[src/spfq_pkg.sv]
// ----------------------------------------------------------------------------
// spfq_pkg
// Shared sizes, codes and types of the strict priority FIFO queue.
// ----------------------------------------------------------------------------
package spfq_pkg;

   localparam int LEVELS  = 3;
   localparam int DEPTH   = 16;
   localparam int ENTRIES = LEVELS * DEPTH;

   localparam int SYM_W  = 8;
   localparam int PRI_W  = 2;
   localparam int STAT_W = 2;
   localparam int LIDX_W = (LEVELS > 1) ? $clog2(LEVELS) : 1;
   localparam int CNT_W  = $clog2(DEPTH + 1);
   localparam int K_W    = (DEPTH > 1) ? $clog2(DEPTH) : 1;
   localparam int ADDR_W = $clog2(ENTRIES);

   localparam logic FUNC_INSERT = 1'b0;
   localparam logic FUNC_LIST   = 1'b1;

   typedef enum logic [STAT_W-1:0] {
      STAT_ACCEPTED = 2'd0,
      STAT_DROPPED  = 2'd1,
      STAT_LISTED   = 2'd2,
      STAT_EMPTY    = 2'd3
   } status_type;

   typedef enum logic [1:0] {
      ST_IDLE,
      ST_READ,
      ST_LOAD
   } state_type;

   typedef logic [LEVELS-1:0][CNT_W-1:0] count_vec_type;

   typedef struct packed {
      logic              en;
      logic [LIDX_W-1:0] level;
      logic [SYM_W-1:0]  symbol;
   } ins_req_type;

   typedef struct packed {
      logic              en;
      logic [LIDX_W-1:0] level;
      logic [K_W-1:0]    k;
   } rd_req_type;

   typedef struct packed {
      logic              found;
      logic [LIDX_W-1:0] idx;
   } lvl_pick_type;

   // highest non-empty level strictly below limit
   function automatic lvl_pick_type find_level(input logic [LEVELS-1:0] mask,
                                               input logic [LIDX_W:0] limit);
      lvl_pick_type pick;
      pick.found = 1'b0;
      pick.idx   = '0;
      for (int i = 0; i < LEVELS; i++) begin
         if (mask[i] && ((LIDX_W+1)'(i) < limit)) begin
            pick.found = 1'b1;
            pick.idx   = LIDX_W'(i);
         end
      end
      return pick;
   endfunction

endpackage

[src/spfq_if.sv]
// ----------------------------------------------------------------------------
// spfq_req_if / spfq_rsp_if
// Valid/ready channels for request and response beats.
// ----------------------------------------------------------------------------
interface spfq_req_if;
   logic                       valid;
   logic                       ready;
   logic                       func;
   logic [spfq_pkg::SYM_W-1:0] symbol;
   logic [spfq_pkg::PRI_W-1:0] priority_req;

   modport source (output valid, func, symbol, priority_req, input ready);
   modport sink   (input valid, func, symbol, priority_req, output ready);
endinterface

interface spfq_rsp_if;
   logic                        valid;
   logic                        ready;
   logic [spfq_pkg::STAT_W-1:0] status;
   logic [spfq_pkg::SYM_W-1:0]  item_symbol;
   logic [spfq_pkg::PRI_W-1:0]  item_priority;
   logic                        last;

   modport source (output valid, status, item_symbol, item_priority, last, input ready);
   modport sink   (input valid, status, item_symbol, item_priority, last, output ready);
endinterface

[src/spfq_store.sv]
// ----------------------------------------------------------------------------
// spfq_store
// Entry memory of all levels plus the per-level fill counters.
// ----------------------------------------------------------------------------
module spfq_store (
   input  logic                    clock,
   input  logic                    reset,
   input  spfq_pkg::ins_req_type   ins,
   input  spfq_pkg::rd_req_type    rd,
   output logic [spfq_pkg::SYM_W-1:0] rd_data,
   output spfq_pkg::count_vec_type counts
);
   import spfq_pkg::*;

   logic [SYM_W-1:0]  mem [ENTRIES];
   logic [SYM_W-1:0]  rd_data_ff;
   count_vec_type     level_count_ff;
   count_vec_type     level_count_in;
   logic [ADDR_W-1:0] wr_addr;
   logic [ADDR_W-1:0] rd_addr;

   assign wr_addr = ADDR_W'(ins.level) * ADDR_W'(DEPTH)
                  + ADDR_W'(level_count_ff[ins.level]);
   assign rd_addr = ADDR_W'(rd.level) * ADDR_W'(DEPTH) + ADDR_W'(rd.k);

   always_comb begin
      level_count_in = level_count_ff;
      if (ins.en) begin
         level_count_in[ins.level] = level_count_ff[ins.level] + CNT_W'(1);
      end
   end

   always_ff @(posedge clock) begin
      if (reset) begin
         level_count_ff <= '0;
      end else begin
         level_count_ff <= level_count_in;
      end
   end

   always_ff @(posedge clock) begin
      if (ins.en) begin
         mem[wr_addr] <= ins.symbol;
      end
      if (rd.en) begin
         rd_data_ff <= mem[rd_addr];
      end
   end

   assign rd_data = rd_data_ff;
   assign counts  = level_count_ff;

endmodule

[src/strict_priority_fifo_queue.sv]
// ----------------------------------------------------------------------------
// strict_priority_fifo_queue
// Strict priority store with one FIFO of byte symbols per level.
//
// req_bus carries request beats: func insert appends symbol to the FIFO of
// level priority_req (1 to LEVELS) and answers accepted, or dropped when the
// level is full or out of range. func list emits every stored symbol, top
// level first and each level oldest first, without removing any; last marks
// the final beat, and an empty store answers one store-empty beat.
// rsp_bus carries response beats from an output register, so a new request
// is taken in the same cycle as a waiting response beat leaves.
// Insert: the response beat is loaded into the output register in the cycle
// after the request, one insert per cycle while rsp_bus keeps up. List: the
// walk alternates a read state and a load state, set by the single read port
// of the entry memory (read of the entry, then load of the output register);
// request intake stops until the last beat of the list is loaded.
// Reset empties every level; no clearing pass is needed.
// A stall on rsp_bus holds the output register and in turn stops intake.
// ----------------------------------------------------------------------------
module strict_priority_fifo_queue (
   input  logic       clock,
   input  logic       reset,
   spfq_req_if.sink   req_bus,
   spfq_rsp_if.source rsp_bus
);
   import spfq_pkg::*;

   state_type         state_ff;
   state_type         state_in;
   logic [LIDX_W-1:0] cur_lvl_ff;
   logic [LIDX_W-1:0] cur_lvl_in;
   logic [K_W-1:0]    cur_k_ff;
   logic [K_W-1:0]    cur_k_in;

   logic              rsp_valid_ff;
   logic              rsp_valid_in;
   status_type        rsp_status_ff;
   status_type        rsp_status_in;
   logic [SYM_W-1:0]  rsp_symbol_ff;
   logic [SYM_W-1:0]  rsp_symbol_in;
   logic [PRI_W-1:0]  rsp_priority_ff;
   logic [PRI_W-1:0]  rsp_priority_in;
   logic              rsp_last_ff;
   logic              rsp_last_in;

   logic              rsp_free;
   logic              accept;
   logic              out_load;
   logic              walk_last;
   logic              lvl_ok;
   logic              lvl_full;
   logic [LIDX_W-1:0] ins_idx;
   logic [LEVELS-1:0] nonempty;
   lvl_pick_type      top_pick;
   lvl_pick_type      below_pick;
   logic [CNT_W-1:0]  k_next;

   ins_req_type       ins;
   rd_req_type        rd;
   logic [SYM_W-1:0]  rd_data;
   count_vec_type     counts;

   spfq_store u_store (
      .clock   (clock),
      .reset   (reset),
      .ins     (ins),
      .rd      (rd),
      .rd_data (rd_data),
      .counts  (counts)
   );

   assign rsp_free      = !rsp_valid_ff || rsp_bus.ready;
   assign req_bus.ready = (state_ff == ST_IDLE) && rsp_free;
   assign accept        = req_bus.valid && req_bus.ready;

   always_comb begin
      for (int i = 0; i < LEVELS; i++) begin
         nonempty[i] = (counts[i] != '0);
      end
   end

   assign top_pick   = find_level(nonempty, (LIDX_W+1)'(LEVELS));
   assign below_pick = find_level(nonempty, {1'b0, cur_lvl_ff});
   assign k_next     = CNT_W'(cur_k_ff) + CNT_W'(1);
   assign walk_last  = !(k_next < counts[cur_lvl_ff]) && !below_pick.found;

   assign lvl_ok   = (req_bus.priority_req != '0) && (int'(req_bus.priority_req) <= LEVELS);
   assign ins_idx  = LIDX_W'(req_bus.priority_req - PRI_W'(1));
   assign lvl_full = (counts[ins_idx] >= CNT_W'(DEPTH));

   // next state
   always_comb begin
      state_in = state_ff;
      case (state_ff)
         ST_IDLE: begin
            if (accept && (req_bus.func == FUNC_LIST) && top_pick.found) begin
               state_in = ST_READ;
            end
         end
         ST_READ: begin
            state_in = ST_LOAD;
         end
         ST_LOAD: begin
            if (rsp_free) begin
               state_in = walk_last ? ST_IDLE : ST_READ;
            end
         end
         default: begin
            state_in = ST_IDLE;
         end
      endcase
   end

   // outputs, memory requests and list cursor
   always_comb begin
      out_load        = 1'b0;
      rsp_status_in   = rsp_status_ff;
      rsp_symbol_in   = rsp_symbol_ff;
      rsp_priority_in = rsp_priority_ff;
      rsp_last_in     = rsp_last_ff;
      ins             = '0;
      rd              = '0;
      cur_lvl_in      = cur_lvl_ff;
      cur_k_in        = cur_k_ff;
      ins.level       = ins_idx;
      ins.symbol      = req_bus.symbol;
      rd.level        = cur_lvl_ff;
      rd.k            = cur_k_ff;
      case (state_ff)
         ST_IDLE: begin
            if (accept) begin
               rsp_symbol_in   = '0;
               rsp_priority_in = '0;
               rsp_last_in     = 1'b1;
               if (req_bus.func == FUNC_INSERT) begin
                  out_load = 1'b1;
                  if (lvl_ok && !lvl_full) begin
                     ins.en        = 1'b1;
                     rsp_status_in = STAT_ACCEPTED;
                  end else begin
                     rsp_status_in = STAT_DROPPED;
                  end
               end else if (!top_pick.found) begin
                  out_load      = 1'b1;
                  rsp_status_in = STAT_EMPTY;
               end else begin
                  cur_lvl_in = top_pick.idx;
                  cur_k_in   = '0;
               end
            end
         end
         ST_READ: begin
            rd.en = 1'b1;
         end
         ST_LOAD: begin
            if (rsp_free) begin
               out_load        = 1'b1;
               rsp_status_in   = STAT_LISTED;
               rsp_symbol_in   = rd_data;
               rsp_priority_in = PRI_W'({1'b0, cur_lvl_ff} + (LIDX_W+1)'(1));
               rsp_last_in     = walk_last;
               if (k_next < counts[cur_lvl_ff]) begin
                  cur_k_in = K_W'(k_next);
               end else begin
                  cur_lvl_in = below_pick.idx;
                  cur_k_in   = '0;
               end
            end
         end
         default: begin
            out_load = 1'b0;
         end
      endcase
      rsp_valid_in = out_load || (rsp_valid_ff && !rsp_bus.ready);
   end

   always_ff @(posedge clock) begin
      if (reset) begin
         state_ff     <= ST_IDLE;
         rsp_valid_ff <= 1'b0;
      end else begin
         state_ff     <= state_in;
         rsp_valid_ff <= rsp_valid_in;
      end
   end

   always_ff @(posedge clock) begin
      cur_lvl_ff      <= cur_lvl_in;
      cur_k_ff        <= cur_k_in;
      rsp_status_ff   <= rsp_status_in;
      rsp_symbol_ff   <= rsp_symbol_in;
      rsp_priority_ff <= rsp_priority_in;
      rsp_last_ff     <= rsp_last_in;
   end

   assign rsp_bus.valid         = rsp_valid_ff;
   assign rsp_bus.status        = rsp_status_ff;
   assign rsp_bus.item_symbol   = rsp_symbol_ff;
   assign rsp_bus.item_priority = rsp_priority_ff;
   assign rsp_bus.last          = rsp_last_ff;

endmodule

[src/flat_wrapper.sv]
// flat-port wrapper written by rule: the top's interface ports become plain ports
module strict_priority_fifo_queue_flat import spfq_pkg::*;
  (clock, reset, req_bus_valid, req_bus_func, req_bus_symbol, req_bus_priority_req, req_bus_ready, rsp_bus_valid, rsp_bus_status, rsp_bus_item_symbol, rsp_bus_item_priority, rsp_bus_last, rsp_bus_ready);
  spfq_req_if req_bus_i ();
  spfq_rsp_if rsp_bus_i ();
  input  logic clock;
  input  logic reset;
  input wire logic [$bits(req_bus_i.valid)-1:0] req_bus_valid;
  input wire logic [$bits(req_bus_i.func)-1:0] req_bus_func;
  input wire logic [$bits(req_bus_i.symbol)-1:0] req_bus_symbol;
  input wire logic [$bits(req_bus_i.priority_req)-1:0] req_bus_priority_req;
  output wire logic [$bits(req_bus_i.ready)-1:0] req_bus_ready;
  output wire logic [$bits(rsp_bus_i.valid)-1:0] rsp_bus_valid;
  output wire logic [$bits(rsp_bus_i.status)-1:0] rsp_bus_status;
  output wire logic [$bits(rsp_bus_i.item_symbol)-1:0] rsp_bus_item_symbol;
  output wire logic [$bits(rsp_bus_i.item_priority)-1:0] rsp_bus_item_priority;
  output wire logic [$bits(rsp_bus_i.last)-1:0] rsp_bus_last;
  input wire logic [$bits(rsp_bus_i.ready)-1:0] rsp_bus_ready;
  assign req_bus_i.valid = req_bus_valid;
  assign req_bus_i.func = req_bus_func;
  assign req_bus_i.symbol = req_bus_symbol;
  assign req_bus_i.priority_req = req_bus_priority_req;
  assign req_bus_ready = req_bus_i.ready;
  assign rsp_bus_valid = rsp_bus_i.valid;
  assign rsp_bus_status = rsp_bus_i.status;
  assign rsp_bus_item_symbol = rsp_bus_i.item_symbol;
  assign rsp_bus_item_priority = rsp_bus_i.item_priority;
  assign rsp_bus_last = rsp_bus_i.last;
  assign rsp_bus_i.ready = rsp_bus_ready;
  strict_priority_fifo_queue u_core (.clock(clock), .reset(reset), .req_bus(req_bus_i), .rsp_bus(rsp_bus_i));
endmodule
[config.mk]
export PLATFORM = sky130hd
export DESIGN_NAME = strict_priority_fifo_queue_flat
export DESIGN_NICKNAME = d
export VERILOG_FILES = /design/src/spfq_pkg.sv /design/src/spfq_if.sv /design/src/spfq_store.sv /design/src/strict_priority_fifo_queue.sv /design/src/flat_wrapper.sv
export SDC_FILE = /design/constraint.sdc
export NUM_CORES = 1
export LEC_CHECK = 0
export BUFFER_PORTS_ARGS = -buffer_cell sky130_fd_sc_hd__clkbuf_2
export CORE_AREA = 2 2 199 201
export CTS_CLUSTER_SIZE = 25
export DETAILED_ROUTE_END_ITERATION = 12
export DIE_AREA = 0 0 201 203
export SYNTH_ARGS = -nofsm -noshare
export SYNTH_HDL_FRONTEND = slang
export SYNTH_SLANG_ARGS = --single-unit
[constraint.sdc]
create_clock -name clock -period 5 [get_ports clock]
set_input_delay 1 -clock clock [delete_from_list [all_inputs] [get_ports clock]]
set_output_delay 1 -clock clock [all_outputs]
set_load 0.1 [all_outputs]
==> results.toml <==
[die]
ioPinCount = 30
die_w_um = 201
initial_core_util_pct = 44.6
design.core.area_um2 = 38500
rows = 72
dieArea_um2 = 40800
die_h_um = 203

[final_layout]
drive_gt1_share_pct = 24.9
nets = 1054
syn2layout_area_growth_pct = 14.6
mostFrequentLayoutCell = "edfxtp_1"
nFillCells = 3098
antennaDiodeCount = 0
layout_common_cells = "411 x edfxtp_1, 79 x nor2_1, 72 x mux4_2, 70 x buf_4, 47 x mux2i_1"

[critical_path]
crit_type = "in2reg"
cp_max_fo = 13
required_ns = 5.24
cp.arrival_ns = 4.11
cp-end-kind = "register"
startpoint_type = "input pin"

[clock_tree]
clk_latency_ns = 0.54
htree_num_levels = 2
cts_resized = 0
clock_sinks = 429
ctsHoldBuffers = 0
cts_tree = "built"
postCtsSetupBuffers = 0
cts_root_buffer = "clkbuf_16"
cts_buffers = 42
clkTransAtPathRegs_ns = 0.06
cts_buffer_depth = 3

[synthesis]
postSynthNetCount = 955
syn_area_um2 = 17200
seq_area_frac_synth_pct = 74.1
synth_warnings = 0
synthFlopType = "edfxtp_1"
avgSynthCellArea_um2 = 18.5
synth-edff-count = 411
yosys_register_bits = 429
synth.distinct_cells = 47
netlist_instances = 927
async_flop_share_pct = 0

[sta]
setup_viol = 0
hold_viol = 0
worstMarginPinSlew_ns = 1.18
fin_ws_ns = 1.13
fin_crit_ns = 3.87
final.setup.tns_ns = 0
grt_setup_unrepaired = "false"
min_period_over_period_pct = 77.3
clock.fmax_mhz = 259
drv_slew = 0
finalClockSkew_ns = 0.0153
slew_headroom_pct = 19.0

[detailed_routing]
vias_per_cell = 5.72
drc = 0
vias = 8996
antenna_left = 0
routed_wl_mm = 39.2
avgRoutedWirePerCell_um = 24.9
drt_iter0_drc = 886
first_pass_iters = 5

[place]
gp_congestion = 0.857
pre_cts_ws_ns = 0.634
io_buffers = 29
hpwlAfterDp_mm = 24.5

[grt]
globalRouteOverflowTotal = 0
antenna_found_initial = 1
grt_pass1_vias = 8967
grt_pass1_wl_mm = 58.9
grt_max_degree = 49
track_usage_pct = 19.6

[pwr]
power.leakage_nw = 6.47
power_density_nw_per_um2 = 376
vdd_drop_max_v = 0.000212

[run]
drv_cap = 0

[run_status]
status = "finished clean"

[min_path]
hold_class = "reg2reg"
[metal layers]
layer / up-vias / share of wire [%] / wire, um / global-route usage, %
met4: 2 / 2.6 / 1020 / 6.03
li1: 3967 / - / - / -
met3: 62 / 6.1 / 2400 / 2.97
met2: 328 / 47 / 18200 / 30.6
met5: - / 0.033 / 13 / 0
met1: 4637 / 45 / 17500 / 28.6
[through the flow]
step                      power [mW]  std cells  hold WS [ns]  area, um^2  util [%]
final                           7.40       1572         0.516       19700      51.1
after detailed placement        4.31       1500         0.503       18300      47.5
after floorplan                 4.19        927         0.453       17200         -
after global routing            7.61       1572         0.545       19700      51.1
after CTS                       7.47       1572         0.512       19700      51.1
after global placement          4.31       1500         0.497       18300      47.5
[final timing paths]
kind	from	end	slack [ns]	cells after the start
worst max-delay path	req_bus_priority_req[0]	u_core.u_store.mem[46][1]	1.13	9
worst max register to register	u_core.cur_k_ff[0]	u_core.u_store.rd_data[1]	1.31	5
worst min register to register	u_core.u_store.counts[2]	u_core.u_store.counts[2]	0.52	2
worst min-delay path	u_core.u_store.counts[2]	u_core.u_store.counts[2]	0.52	2
[cell families (layout without fill, tap and decap cells)]
| logic type | after synthesis | after routing | share of synthesized area (%) |
|---|---|---|---|
| flip-flops | 429 | 429 | 74.1 |
| AND/OR/NAND/NOR | 179 | 179 | 5.07 |
| multiplexers | 141 | 141 | 13.7 |
| AO/OA/AOI/OAI | 106 | 106 | 4.63 |
| buffers and inverters | 55 | 182 | 1.43 |
| adder cells (fa/ha/maj) | 13 | 13 | 0.948 |
| XOR/XNOR | 4 | 4 | 0.204 |
[final cells by class]
type,count,area (um^2),share of cell area (%)
Tap cell,518,648,3.30
Inverter,10,37.5,0.191
Sequential cell,429,12700,64.6
Multi-Input combinational cell,443,4200,21.4
Clock buffer,49,1100,5.59
Timing Repair Buffer,100,691,3.51
Clock inverter,23,282,1.43
[critical path: stages]
cell and delay, ns:
clkbuf_2 0.27, inv_1 0.14, ha_1 0.49, mux2_4 0.36
a2111oi_4 0.56, and2_1 0.50, nand3_1 0.37, nor2_1 0.22
buf_4 0.20
[sequential cells by signal, summed over array words and instances (netlist names)]
name,flops
u_core.state_ff,2
u_core.cur_lvl_ff,2
u_core.rsp_bus.item_priority,2
u_core.u_store.rd_data,8
u_core.rsp_bus.last,1
u_core.u_store.counts,15
u_core.rsp_bus.status,2
u_core.cur_k_ff,4
u_core.rsp_bus.valid,1
u_core.u_store.mem,384
u_core.rsp_bus.item_symbol,8
[where the power goes]
group / internal, mW / switching [mW]
Combinational: 0.0655 / 0.208
Clock: 1.88 / 1.29
Sequential: 3.95 / 0.00899
[Yosys cell counts (all sizes together) (16+ instances only)]
master / instances / area (um^2)
edfxtp: 411 / 12300
nor2: 79 / 297
mux4: 72 / 1620
mux2i: 47 / 470
buf: 28 / 144
nand2: 28 / 105
mux2: 22 / 251
nand3: 21 / 105
a21oi: 19 / 95.1
dfxtp: 18 / 360
a2111oi: 17 / 168
clkbuf: 17 / 63.8
o22ai: 16 / 100
(Power assumes the default switching activity.)
